**config.mk**
```make
export PLATFORM = sky130hd
export DESIGN_NAME = energy_silence_auto_mute
export DESIGN_NICKNAME = d
export VERILOG_FILES = /design/src/design/esam_pkg.sv /design/src/design/esam_square.sv /design/src/design/esam_gate.sv /design/src/design/energy_silence_auto_mute.sv
export VERILOG_INCLUDE_DIRS = /design/src /design/src/design
export SDC_FILE = /design/constraint.sdc
export NUM_CORES = 1
export LEC_CHECK = 0
export ABC_CLOCK_PERIOD_IN_PS = 19900
export BUFFER_PORTS_ARGS = -buffer_cell sky130_fd_sc_hd__buf_2
export CORE_MARGIN = 5
export CORE_UTILIZATION = 55
export CTS_CLUSTER_DIAMETER = 60
export DETAILED_ROUTE_END_ITERATION = 8
export MAX_ROUTING_LAYER = met4
export PLACE_DENSITY = 0.72
export SETUP_SLACK_MARGIN = 0.02
export SLEW_MARGIN = 40
export SYNTH_ARGS = -nofsm -noshare
export SYNTH_HDL_FRONTEND = slang
export SYNTH_SLANG_ARGS = --single-unit
```
**constraint.sdc**
```tcl
create_clock -name clk_i -period 19.9 [get_ports clk_i]
set_input_delay 0.995 -clock clk_i [delete_from_list [all_inputs] [get_ports clk_i]]
set_output_delay 0.995 -clock clk_i [all_outputs]
set_load 0.005 [all_outputs]
```
**src/design/energy_silence_auto_mute_assert.svh**
```systemverilog
// ----------------------------------------------------------------------------
// Assertion macros for the energy silence auto-mute block
// Clocked, reset-qualified property wrappers used by the gate core (esam_gate).
// ----------------------------------------------------------------------------
`ifndef ENERGY_SILENCE_AUTO_MUTE_ASSERT_SVH
`define ENERGY_SILENCE_AUTO_MUTE_ASSERT_SVH

// Condition must hold at every clock edge outside reset.
`define ESAM_ASSERT(lbl, cond) \
  lbl: assert property (@(posedge clk_i) disable iff (!rst_ni) (cond)) \
    else $error("esam assertion failed");

// Antecedent in one cycle implies consequent in the next.
`define ESAM_ASSERT_NEXT(lbl, ante, cons) \
  lbl: assert property (@(posedge clk_i) disable iff (!rst_ni) (ante) |=> (cons)) \
    else $error("esam assertion failed");

// Antecedent implies consequent in the same cycle.
`define ESAM_ASSERT_IMP(lbl, ante, cons) \
  lbl: assert property (@(posedge clk_i) disable iff (!rst_ni) (ante) |-> (cons)) \
    else $error("esam assertion failed");

`endif

```
**src/design/esam_pkg.sv**
```systemverilog
// ----------------------------------------------------------------------------
// esam_pkg
// Types, widths and register codes for the energy silence auto-mute block.
// ----------------------------------------------------------------------------
package esam_pkg;

  localparam int unsigned SAMPLE_W = 16;
  localparam int unsigned SQ_W     = 31;  // |sample|^2 <= 2^30
  localparam int unsigned ENERGY_W = 38;
  localparam int unsigned COUNT_W  = 17;
  localparam int unsigned LIMIT_W  = 16;
  localparam int unsigned CFG_W    = 38;  // widest register
  localparam int unsigned CFG_IDX_W = 1;

  // register indexes
  localparam logic [CFG_IDX_W-1:0] CFG_THRESHOLD = 1'b0;
  localparam logic [CFG_IDX_W-1:0] CFG_LIMIT     = 1'b1;

  typedef struct packed {
    logic signed [SAMPLE_W-1:0] sample_in;
    logic                       packet_end;
    logic                       rearm;
  } in_word_t;

  typedef struct packed {
    logic signed [SAMPLE_W-1:0] sample_out;
    logic                       gate_is_open;
    logic                       packet_last;
  } out_word_t;

  // word between the square stage and the gate core
  typedef struct packed {
    logic signed [SAMPLE_W-1:0] sample;
    logic                       packet_end;
    logic                       rearm;
    logic [SQ_W-1:0]            square;
  } sq_word_t;

endpackage

```
**src/design/esam_square.sv**
```systemverilog
// ----------------------------------------------------------------------------
// esam_square
// Input register and squaring stage; passes each word on with its square.
// ----------------------------------------------------------------------------
module esam_square (
  input  logic                clk_i,
  input  logic                rst_ni,
  input  logic                in_valid_i,
  output logic                in_ready_o,
  input  esam_pkg::in_word_t  in_word_i,
  output logic                sq_valid_o,
  input  logic                sq_ready_i,
  output esam_pkg::sq_word_t  sq_word_o
);
  import esam_pkg::*;

  in_word_t          a_q;
  logic              a_valid_q;
  sq_word_t          b_q;
  logic              b_valid_q;
  logic              b_free;
  logic              a_move;
  logic signed [31:0] prod;

  assign b_free     = !b_valid_q || sq_ready_i;
  assign a_move     = a_valid_q && b_free;
  assign in_ready_o = !a_valid_q || b_free;

  assign prod = a_q.sample_in * a_q.sample_in;

  always_ff @(posedge clk_i or negedge rst_ni) begin
    if (!rst_ni) begin
      a_valid_q <= 1'b0;
      b_valid_q <= 1'b0;
    end else begin
      if (in_ready_o) begin
        a_valid_q <= in_valid_i;
      end
      if (b_free) begin
        b_valid_q <= a_valid_q;
      end
    end
  end

  always_ff @(posedge clk_i) begin
    if (in_valid_i && in_ready_o) begin
      a_q <= in_word_i;
    end
    if (a_move) begin
      b_q.sample     <= a_q.sample_in;
      b_q.packet_end <= a_q.packet_end;
      b_q.rearm      <= a_q.rearm;
      b_q.square     <= prod[SQ_W-1:0];
    end
  end

  assign sq_valid_o = b_valid_q;
  assign sq_word_o  = b_q;

endmodule

```
**src/design/esam_gate.sv**
```systemverilog
// ----------------------------------------------------------------------------
// esam_gate
// Energy accumulator, end-of-packet rule, configuration and output register.
// ----------------------------------------------------------------------------
`include "energy_silence_auto_mute_assert.svh"

module esam_gate (
  input  logic                                clk_i,
  input  logic                                rst_ni,
  input  logic                                cfg_we_i,
  input  logic [esam_pkg::CFG_IDX_W-1:0]      cfg_idx_i,
  input  logic [esam_pkg::CFG_W-1:0]          cfg_data_i,
  input  logic                                sq_valid_i,
  output logic                                sq_ready_o,
  input  esam_pkg::sq_word_t                  sq_word_i,
  output logic                                out_valid_o,
  input  logic                                out_ready_i,
  output esam_pkg::out_word_t                 out_word_o
);
  import esam_pkg::*;

  logic [ENERGY_W-1:0] thr_q;
  logic [LIMIT_W-1:0]  limit_q;

  logic [ENERGY_W-1:0] pe_q, pe_d;
  logic [ENERGY_W-1:0] peak_q, peak_d;
  logic [COUNT_W-1:0]  cnt_q, cnt_d;
  logic                gate_q, gate_d;

  logic                out_valid_q;
  out_word_t           out_q;

  logic                take;
  logic [ENERGY_W-1:0] pe_base, peak_base;
  logic [COUNT_W-1:0]  cnt_base, cnt_inc;
  logic                open_now;
  logic [ENERGY_W:0]   sum;
  logic [ENERGY_W-1:0] energy;

  assign sq_ready_o = !out_valid_q || out_ready_i;
  assign take       = sq_valid_i && sq_ready_o;

  always_comb begin
    // rearm clears energy, peak and count and opens the gate before the word is handled
    pe_base   = sq_word_i.rearm ? '0 : pe_q;
    peak_base = sq_word_i.rearm ? '0 : peak_q;
    cnt_base  = sq_word_i.rearm ? '0 : cnt_q;
    open_now  = sq_word_i.rearm | gate_q;

    sum = {1'b0, pe_base} + (ENERGY_W+1)'(sq_word_i.square);
    if (!open_now) begin
      energy = pe_base;
    end else if (sum[ENERGY_W]) begin
      energy = {ENERGY_W{1'b1}};
    end else begin
      energy = sum[ENERGY_W-1:0];
    end

    cnt_inc = (cnt_base == {COUNT_W{1'b1}}) ? cnt_base : cnt_base + COUNT_W'(1);

    pe_d   = energy;
    peak_d = peak_base;
    cnt_d  = cnt_base;
    gate_d = open_now;

    if (sq_word_i.packet_end) begin
      pe_d = '0;
      if (open_now) begin
        priority if (energy > peak_base) begin
          peak_d = energy;
          cnt_d  = '0;
        end else if (energy < thr_q) begin
          cnt_d = cnt_inc;
          if (cnt_inc > {1'b0, limit_q}) begin
            gate_d = 1'b0;
            peak_d = '0;
          end
        end else begin
          cnt_d = '0;
        end
      end
    end
  end

  always_ff @(posedge clk_i or negedge rst_ni) begin
    if (!rst_ni) begin
      thr_q       <= '0;
      limit_q     <= '0;
      pe_q        <= '0;
      peak_q      <= '0;
      cnt_q       <= '0;
      gate_q      <= 1'b1;
      out_valid_q <= 1'b0;
    end else begin
      if (cfg_we_i) begin
        unique case (cfg_idx_i)
          CFG_THRESHOLD: thr_q   <= cfg_data_i[ENERGY_W-1:0];
          CFG_LIMIT:     limit_q <= cfg_data_i[LIMIT_W-1:0];
          default: ;
        endcase
      end
      if (take) begin
        pe_q   <= pe_d;
        peak_q <= peak_d;
        cnt_q  <= cnt_d;
        gate_q <= gate_d;
      end
      if (sq_ready_o) begin
        out_valid_q <= sq_valid_i;
      end
    end
  end

  always_ff @(posedge clk_i) begin
    if (take) begin
      out_q.sample_out   <= open_now ? sq_word_i.sample : '0;
      out_q.gate_is_open <= open_now;
      out_q.packet_last  <= sq_word_i.packet_end;
    end
  end

  assign out_valid_o = out_valid_q;
  assign out_word_o  = out_q;

  `ESAM_ASSERT_IMP(a_closed_mutes, out_valid_o && !out_word_o.gate_is_open,
                   out_word_o.sample_out == '0)
  `ESAM_ASSERT_NEXT(a_pkt_end_clears, take && sq_word_i.packet_end, pe_q == '0)
  `ESAM_ASSERT_IMP(a_close_at_end, $fell(gate_q),
                   $past(take) && $past(sq_word_i.packet_end))
  `ESAM_ASSERT_IMP(a_closed_no_energy, !gate_q, pe_q == '0 && peak_q == '0)

endmodule

```
**src/design/energy_silence_auto_mute.sv**
```systemverilog
// ----------------------------------------------------------------------------
// energy_silence_auto_mute
// Block-energy noise gate for a 16-bit audio stream.
// ----------------------------------------------------------------------------
// One word in per clock, one word out per word in, in order. Each accepted
// word passes through three registers on its way to the output: an input
// register, a register holding the sample's square (16x16 signed multiply),
// then the gate core where the saturating 38-bit energy accumulate and the
// end-of-packet compare against peak and threshold update the state and load
// the output register. That accumulate-and-decide loop is combinational
// between the gate core's state registers, which sets the sustained rate of
// one word per cycle while the output does not stall; back-pressure from the
// output stalls the whole pipe without losing or repeating words.
// Configuration writes (threshold at index 0, quiet-packet limit at index 1)
// take effect at the next edge and should only be issued while idle.
// ----------------------------------------------------------------------------
module energy_silence_auto_mute (
  input  logic                            clk_i,
  input  logic                            rst_ni,
  // configuration write port
  input  logic                            cfg_we_i,
  input  logic [esam_pkg::CFG_IDX_W-1:0]  cfg_idx_i,
  input  logic [esam_pkg::CFG_W-1:0]      cfg_data_i,
  // input words
  input  logic                            in_valid_i,
  output logic                            in_ready_o,
  input  esam_pkg::in_word_t              in_word_i,
  // result words
  output logic                            out_valid_o,
  input  logic                            out_ready_i,
  output esam_pkg::out_word_t             out_word_o
);
  import esam_pkg::*;

  // square stage to gate core
  logic     sq_valid;
  logic     sq_ready;
  sq_word_t sq_word;

  // input register and squarer
  esam_square u_square (
    .clk_i      (clk_i),
    .rst_ni     (rst_ni),
    .in_valid_i (in_valid_i),
    .in_ready_o (in_ready_o),
    .in_word_i  (in_word_i),
    .sq_valid_o (sq_valid),
    .sq_ready_i (sq_ready),
    .sq_word_o  (sq_word)
  );

  // accumulator, packet rule, gate state and output register
  esam_gate u_gate (
    .clk_i       (clk_i),
    .rst_ni      (rst_ni),
    .cfg_we_i    (cfg_we_i),
    .cfg_idx_i   (cfg_idx_i),
    .cfg_data_i  (cfg_data_i),
    .sq_valid_i  (sq_valid),
    .sq_ready_o  (sq_ready),
    .sq_word_i   (sq_word),
    .out_valid_o (out_valid_o),
    .out_ready_i (out_ready_i),
    .out_word_o  (out_word_o)
  );

endmodule
```
==> metrics.log, run 1 <==
INFO  metric crit_cells = 20
INFO  metric dieArea = roughly 45000 sq um
INFO  metric max-clock-path-buffers = 3
INFO  metric finClkSkew = 0.02176 ns
INFO  metric cts.clk_slew.worst_paths = around 0.060 ns
INFO  metric core_area = between 30000 and 40000 sq um
INFO  metric grt_first_pass_wirelength = roughly 87 mm
INFO  metric routedWlPerCell = between 15 and 20 microns
INFO  metric cts_tree = yes
INFO  metric fin_crit_sh = 0.3741
INFO  metric route.final.wire_length = ~53 mm
INFO  metric cap_viol_max_count = 0
INFO  metric synth-edff-count = 83
INFO  metric postSynthCellCount = 2284
INFO  metric post_cts_buffers = 0
INFO  metric synth_top_cell_area_share = 0.2104
INFO  metric route.detailed.vias_per_inst = between 5 and 6
INFO  metric first_global_vias = 17140
INFO  metric critPathLaunchType = flop
INFO  metric final_period_minus_worst_setup_slack = between 7 and 8 ns
INFO  metric dp_hpwl = roughly 41 mm
INFO  metric setup_tns = 0 ns
INFO  metric ctsResizeCount = 0
INFO  metric io-pin-count = slightly above 80
INFO  metric post_synth_num_cell_types = 91
INFO  metric die_width = 211.2 microns
INFO  metric gr-usage-all-layers = 0.2454
INFO  metric critPathBufInv = 3
INFO  metric maxClockFrequency = between 100 and 150 MHz
INFO  metric clkLatencyLatePin = between 0.5 and 0.6 ns
INFO  metric clock_sinks = roughly 230
INFO  metric drt-initial-drc-count = ~1200
INFO  metric grt_antenna_before_repair = 0
INFO  metric critical_path.slowest_cell = sky130_fd_sc_hd__edfxtp_1
INFO  metric globalRoute.totalOverflow = 0
INFO  metric drt_pass1_iterations = 5
INFO  metric numCtsBuffers = 29
INFO  metric num_rows = 73
INFO  metric cp.required = 20.20 ns
INFO  metric syn_to_final_growth = 9.003%
INFO  metric timing.critical_path.fanout_max = 19
INFO  metric drtAntennaViolNets = 0
INFO  metric crit_arrival = around 7.8 ns
INFO  metric synth-seq-area-share = 0.2817
INFO  metric ff2ff_path_depth = 20
INFO  metric setup-violations-final = 0
INFO  metric asyncSetResetFlopFracSynth = 0.6453
INFO  metric hold_violations = 0
INFO  metric syn-mean-instance-area = 9.747 sq um
INFO  metric drv_slew = 0
INFO  metric worst_path_largest_cell_delay = 0.84 ns
INFO  metric mappedNetlistArea = ~22000 sq um
INFO  metric hold_path_depth = 0
INFO  metric antenna_cells_inserted = 0
INFO  metric synthesis.yosys.warnings = 0
INFO  metric max_slew_margin = 0.4619
INFO  metric h-tree-depth = 1
INFO  metric synth.top_cells.by_area = sky130_fd_sc_hd__fa_1 21%, sky130_fd_sc_hd__dfrtp_1 17%, sky130_fd_sc_hd__ha_1 11%, sky130_fd_sc_hd__edfxtp_1 11%, sky130_fd_sc_hd__inv_1 6.6%
INFO  metric layout-drive-gt1-share = 0.08956
INFO  metric holdBufCountCts = 0
INFO  metric pin_count_of_the_biggest_net_entering_global_routing = 90
INFO  metric cell_type_contributing_the_most_total_cell_area_after_synthesis = sky130_fd_sc_hd__fa_1
INFO  metric worst_slew_pin_slew = between 0.8 and 0.9 ns
INFO  metric place_congestion = about 0.96
INFO  metric routed-via-count = between 15000 and 20000
INFO  metric initial_utilization = 0.5578
INFO  metric worstPathCellList = inv_1 > nor2_1 > fa_1 > fa_1 > fa_1 > fa_1 > inv_1 > fa_1 > inv_1 > fa_1 > ha_1 > o21ai_0 > nor3_1 > a21oi_1 > a21oi_1 > nand4_1 > and3_1 > o41ai_1 > a31oi_1 > xnor2_1
INFO  metric critPathMostFrequentCell = sky130_fd_sc_hd__fa_1
INFO  metric worst_setup_path_end_kind = flop
INFO  metric timing_worst_setup_path_type = flop to flop
INFO  metric drc = 0
INFO  metric grt_setup_unrepaired = false
INFO  metric finish.net_count = about 2800
INFO  metric synth_flop_cell = sky130_fd_sc_hd__dfrtp_1
INFO  metric cts_root_buf = sky130_fd_sc_hd__clkbuf_16
INFO  metric numPortBuffers = a little over 80
INFO  metric hold_class = flop to flop
INFO  metric syn_nets = around 2800
INFO  metric outcome = finished, final reports clean
INFO  metric synth-seq-cells = between 200 and 250
INFO  metric cpLargestDelayFamily = adder cells
INFO  metric die_height = 211.2 microns
## per-layer routing
layer,track usage,share of wire,wire length (microns)
met2,0.4110,0.48,25410
met3,0.02347,0.047,2456
met5,-,0,0
met1,0.3251,0.44,23190
met4,0.06193,0.029,1504
## path summary, 6_finish.rpt
check	startpoint	end	slack (ns)
setup reg to reg	u_square.a_q[17]$_DFFE_PP_	u_square.sq_word_o[30]$_DFFE_PP_	12.46
hold / removal	u_square.a_q[1]$_DFFE_PP_	u_square.sq_word_o[32]$_DFFE_PP_	0.41
max in group asynchronous	rst_ni	u_gate.pe_q[23]$_DFFE_PN0P_	18.32
hold reg to reg	u_square.a_q[1]$_DFFE_PP_	u_square.sq_word_o[32]$_DFFE_PP_	0.41
setup / recovery	u_square.a_q[17]$_DFFE_PP_	u_square.sq_word_o[30]$_DFFE_PP_	12.46
min in group asynchronous	rst_ni	u_gate.limit_q[11]$_DFFE_PN0P_	0.49
## sequential cells by signal, indices dropped and copies added, names as in the netlist
register / count
u_gate.pe_q: 38
u_gate.limit_q: 16
u_gate.thr_q: 38
u_gate.gate_q: 1
u_gate.out_valid_o: 1
u_square.sq_valid_o: 1
u_square.sq_word_o: 47
u_square.a_valid_q: 1
u_gate.out_word_o: 18
u_gate.cnt_q: 17
u_square.a_q: 18
u_gate.peak_q: 38
## layout make-up
class	count	area, sq um
fillers	3300	15650
multi-input cells	1574	14160
flip-flops and latches	234	6272
inverters	396	1486
clock buffers	33	780.7
well taps	525	656.9
repair buffers	98	564.3
clock inverters	21	342.8
## cell families after synthesis
| group | Yosys count | share of synthesized area |
|---|---|---|
| xor gates and xnor gates | 84 | 0.03305 |
| AOI/OAI and AO/OA | 435 | 0.1352 |
| adders and majority gates | 436 | 0.3237 |
| and+or+nand+nor | 597 | 0.1324 |
| DFF | 234 | 0.2817 |
| buffers and inverters | 476 | 0.08295 |
| muxes | 22 | 0.01102 |
## cell usage after synthesis (7+ instances only)
cell type / n
sky130_fd_sc_hd__a211oi_1: 16
sky130_fd_sc_hd__and3_1: 12
sky130_fd_sc_hd__and2_1: 67
sky130_fd_sc_hd__nand3_1: 31
sky130_fd_sc_hd__clkbuf_1: 60
sky130_fd_sc_hd__nor2b_1: 55
sky130_fd_sc_hd__mux2_2: 20
sky130_fd_sc_hd__or2_2: 8
sky130_fd_sc_hd__nor2_1: 102
sky130_fd_sc_hd__xor2_1: 28
sky130_fd_sc_hd__o21a_1: 10
sky130_fd_sc_hd__o21ai_0: 92
sky130_fd_sc_hd__nand2b_1: 20
sky130_fd_sc_hd__xnor2_1: 56
sky130_fd_sc_hd__nand2_1: 223
sky130_fd_sc_hd__a22o_1: 43
sky130_fd_sc_hd__ha_1: 200
sky130_fd_sc_hd__a21o_1: 38
sky130_fd_sc_hd__a31oi_1: 15
sky130_fd_sc_hd__fa_1: 234
sky130_fd_sc_hd__edfxtp_1: 83
sky130_fd_sc_hd__a21oi_1: 89
sky130_fd_sc_hd__o22ai_1: 18
sky130_fd_sc_hd__dfrtp_1: 150
sky130_fd_sc_hd__inv_1: 394
sky130_fd_sc_hd__or3_1: 7
sky130_fd_sc_hd__o2bb2ai_1: 26
sky130_fd_sc_hd__nand4_1: 21
sky130_fd_sc_hd__o211ai_1: 9
sky130_fd_sc_hd__nor3_1: 20
## layout by cell type, fill, tap and decap left out, drive strengths merged, types with 34 or more instances in the layout
master	Yosys	final
xnor2	56	56
ha	200	200
clkbuf	60	34
nand2	223	223
a21oi	90	90
edfxtp	83	83
dfrtp	150	150
nor2	102	102
o21ai	95	95
and2	67	67
fa	234	234
inv	394	398
a22o	43	43
nor2b	55	55
a21o	38	38
buf	20	97
## metrics by stage
step / utilization / instances / setup WS, ns / area [sq um] / hold WS, ns
after global placement: 0.5784 / 2824 / 12.53 / 23090 / 0.4037
after CTS: 0.6074 / 2880 / 12.45 / 24240 / 0.4129
after floorplan: - / 2284 / 13.42 / 22260 / 0.4003
final: 0.6080 / 2881 / 12.46 / 24270 / 0.4120
after detailed placement: 0.5793 / 2826 / 12.44 / 23120 / 0.4045
after global routing: 0.6080 / 2881 / 12.07 / 24270 / 0.4241
Power of run 1 is not shown: default switching activity piles up to over one toggle a cycle in this logic, so the estimate is an artifact.
==> run 2: changes to the inputs <==
Settings changed: ABC_CLOCK_PERIOD_IN_PS 19900 to 7630.
Clock period 19.9 ns to 7.63 ns, I/O delays scaled along.
==> run 2 against run 1 <==
Compared with the run above:
- worst setup slack got worse by 12 ns
- critical path depth rose by 1
- final area rose by 1.5%
- via count rose by 1.7%
- flip-flop and latch count did not move
- hold slack got worse by 0.39 ns
- critical path type unchanged
- largest cell class unchanged
- critical endpoint unchanged
- first-iteration DRC count rose by 13%
==> metrics.log, run 2 (same netlist as run 1, synthesis figures left out) <==
INFO  metric hold_class = primary input to flop
INFO  metric place_congestion = between 0.9 and 1
INFO  metric clock_sinks = between 200 and 250
INFO  metric numCtsBuffers = 29
INFO  metric outcome = finished, final reports clean
INFO  metric cap_viol_max_count = 0
INFO  metric startpoint = u_square.a_q[8]$_DFFE_PP_
INFO  metric min_to = u_gate.thr_q[31]$_DFFE_PN0P_
INFO  metric core_area = ~40000 sq um
INFO  metric routedWlPerCell = around 18 microns
INFO  metric timing_worst_setup_path_type = flop to flop
INFO  metric flip_flop_count_of_the_largest_register_all_copies_and_words_added = between 40 and 50
INFO  metric post_cts_buffers = 0
INFO  metric num_rows = 73
INFO  metric pin_count_of_the_biggest_net_entering_global_routing = 76
INFO  metric final_period_minus_worst_setup_slack = roughly 7 ns
INFO  metric worst_setup_path_end_kind = flop
INFO  metric max_slew_margin = 0.4350
INFO  metric io-pin-count = between 80 and 90
INFO  metric cts.clk_slew.worst_paths = about 0.06 ns
INFO  metric die_height = around 210 microns
INFO  metric antenna_cells_inserted = 0
INFO  metric layout.cell_area.non_filler = about 25000 sq um
INFO  metric final_common_cell = sky130_fd_sc_hd__inv_1
INFO  metric finClkSkew = 0.01985 ns
INFO  metric dieArea = roughly 45000 sq um
INFO  metric route.final.wire_length = roughly 52 mm
INFO  metric drt_pass1_iterations = 7
INFO  metric drt-initial-drc-count = about 1300
INFO  metric hold_violations = 0
INFO  metric gr-usage-all-layers = 0.2480
INFO  metric dp_hpwl = roughly 41 mm
INFO  metric fin_crit_sh = 0.9330
INFO  metric grt_setup_unrepaired = false
INFO  metric die_width = between 200 and 250 microns
INFO  metric initial_utilization = 0.5578
INFO  metric drtAntennaViolNets = 0
INFO  metric syn_to_final_growth = 10.59%
INFO  metric globalRoute.totalOverflow = 0
INFO  metric h-tree-depth = 1
INFO  metric crit_arrival = approximately 7.4 ns
INFO  metric most_frequent_cells_in_the_layout = 393 x sky130_fd_sc_hd__inv_1, 234 x sky130_fd_sc_hd__fa_1, 223 x sky130_fd_sc_hd__nand2_1
INFO  metric drc = 0
INFO  metric cp.required = ~8 ns
INFO  metric first_global_vias = around 18000
INFO  metric cts_root_buf = sky130_fd_sc_hd__clkbuf_16
INFO  metric cts_tree = yes
INFO  metric route.detailed.vias_per_inst = 5.646
INFO  metric layout-drive-gt1-share = 0.09389
INFO  metric setup-violations-final = 0
INFO  metric grt_first_pass_wirelength = 88.66 mm
INFO  metric drv_slew = 0
INFO  metric hold_path_depth = 3
INFO  metric max-clock-path-buffers = 3
INFO  metric critPathLaunchType = flop
INFO  metric finish.net_count = roughly 2900
INFO  metric grt_antenna_before_repair = 0
INFO  metric setup_tns = 0 ns
INFO  metric regToRegStartpoint = u_square.a_q[8]$_DFFE_PP_
INFO  metric ff2ff_path_depth = 21
INFO  metric reg2reg_to = u_square.sq_word_o[30]$_DFFE_PP_
INFO  metric hold_path.startpoint = cfg_data_i[31]
INFO  metric placedInstanceArea = 23310 sq um
INFO  metric reg2reg_slack = 0.51 ns
INFO  metric timing.critical_path.fanout_max = 20
INFO  metric worst_slew_pin_slew = 0.8475 ns
INFO  metric routed-via-count = 16550
INFO  metric numPortBuffers = between 80 and 90
INFO  metric maxClockFrequency = about 140 MHz
INFO  metric clkLatencyLatePin = about 0.58 ns
-- run 2: per-stage QoR --
step	worst slack, ns	hold WS (ns)	utilization	std cells
floorplan	1.152	0.08591	-	2284
global placement	0.6660	0.4040	0.5829	2848
detailed placement	0.5669	0.3201	0.5841	2850
CTS	0.5311	0.001879	0.6167	2932
global route	0.1529	0.004877	0.6168	2932
finish	0.5109	0.02528	0.6168	2932
-- run 2: timing repair --
action | CTS | global route
gates resized for setup | 0 | 0
endpoints found under the hold margin | 62 | 0
hold buffers | 28 | 0
-- run 2: area by class of cell --
class / instances / area, sq um
Sequential cell: 234 / 6272
Clock buffer: 34 / 744.5
Fill cell: 3310 / 15290
Tap cell: 525 / 656.9
Multi-Input combinational cell: 1574 / 14160
Timing Repair Buffer: 149 / 1023
Clock inverter: 20 / 279.0
Inverter: 396 / 1489
-- run 2: critical path, cell delays in order (launching register included) --
cell	delay [ns]
sky130_fd_sc_hd__edfxtp_1	0.90
sky130_fd_sc_hd__nand2_1	0.24
sky130_fd_sc_hd__fa_1	0.55
sky130_fd_sc_hd__inv_1	0.06
sky130_fd_sc_hd__fa_1	0.51
sky130_fd_sc_hd__fa_1	0.51
sky130_fd_sc_hd__inv_1	0.05
sky130_fd_sc_hd__fa_1	0.46
sky130_fd_sc_hd__fa_1	0.54
sky130_fd_sc_hd__inv_1	0.05
sky130_fd_sc_hd__fa_1	0.43
sky130_fd_sc_hd__ha_1	0.39
sky130_fd_sc_hd__o21a_1	0.17
sky130_fd_sc_hd__o21ai_0	0.12
sky130_fd_sc_hd__nor3_1	0.22
sky130_fd_sc_hd__a21oi_1	0.13
sky130_fd_sc_hd__a21oi_1	0.29
sky130_fd_sc_hd__nand4_1	0.17
sky130_fd_sc_hd__and3_1	0.19
sky130_fd_sc_hd__o41ai_1	0.53
sky130_fd_sc_hd__a31oi_1	0.17
sky130_fd_sc_hd__xnor2_1	0.16
-- run 2: worst max-delay path by stage --
stage | to | slack, ns | cells after the start
6_report | u_square.sq_word_o[30]$_DFFE_PP_ | 0.51 | 21
5_1_grt | u_square.sq_word_o[30]$_DFFE_PP_ | 0.15 | 21
4_1_cts | u_square.sq_word_o[30]$_DFFE_PP_ | 0.53 | 21
3_5_place_dp | u_square.sq_word_o[30]$_DFFE_PP_ | 0.57 | 21
3_3_place_gp | u_gate.peak_q[23]$_DFFE_PN0P_ | 0.67 | 25
2_1_floorplan | u_square.sq_word_o[30]$_DFFE_PP_ | 1.15 | 25
-- run 2: routing by layer --
metal,share of wire,global-route usage
met4,0.029,0.06237
met5,0,-
met1,0.44,0.3315
met2,0.48,0.4095
met3,0.049,0.02733
Power of run 2 is left out for the same reason.
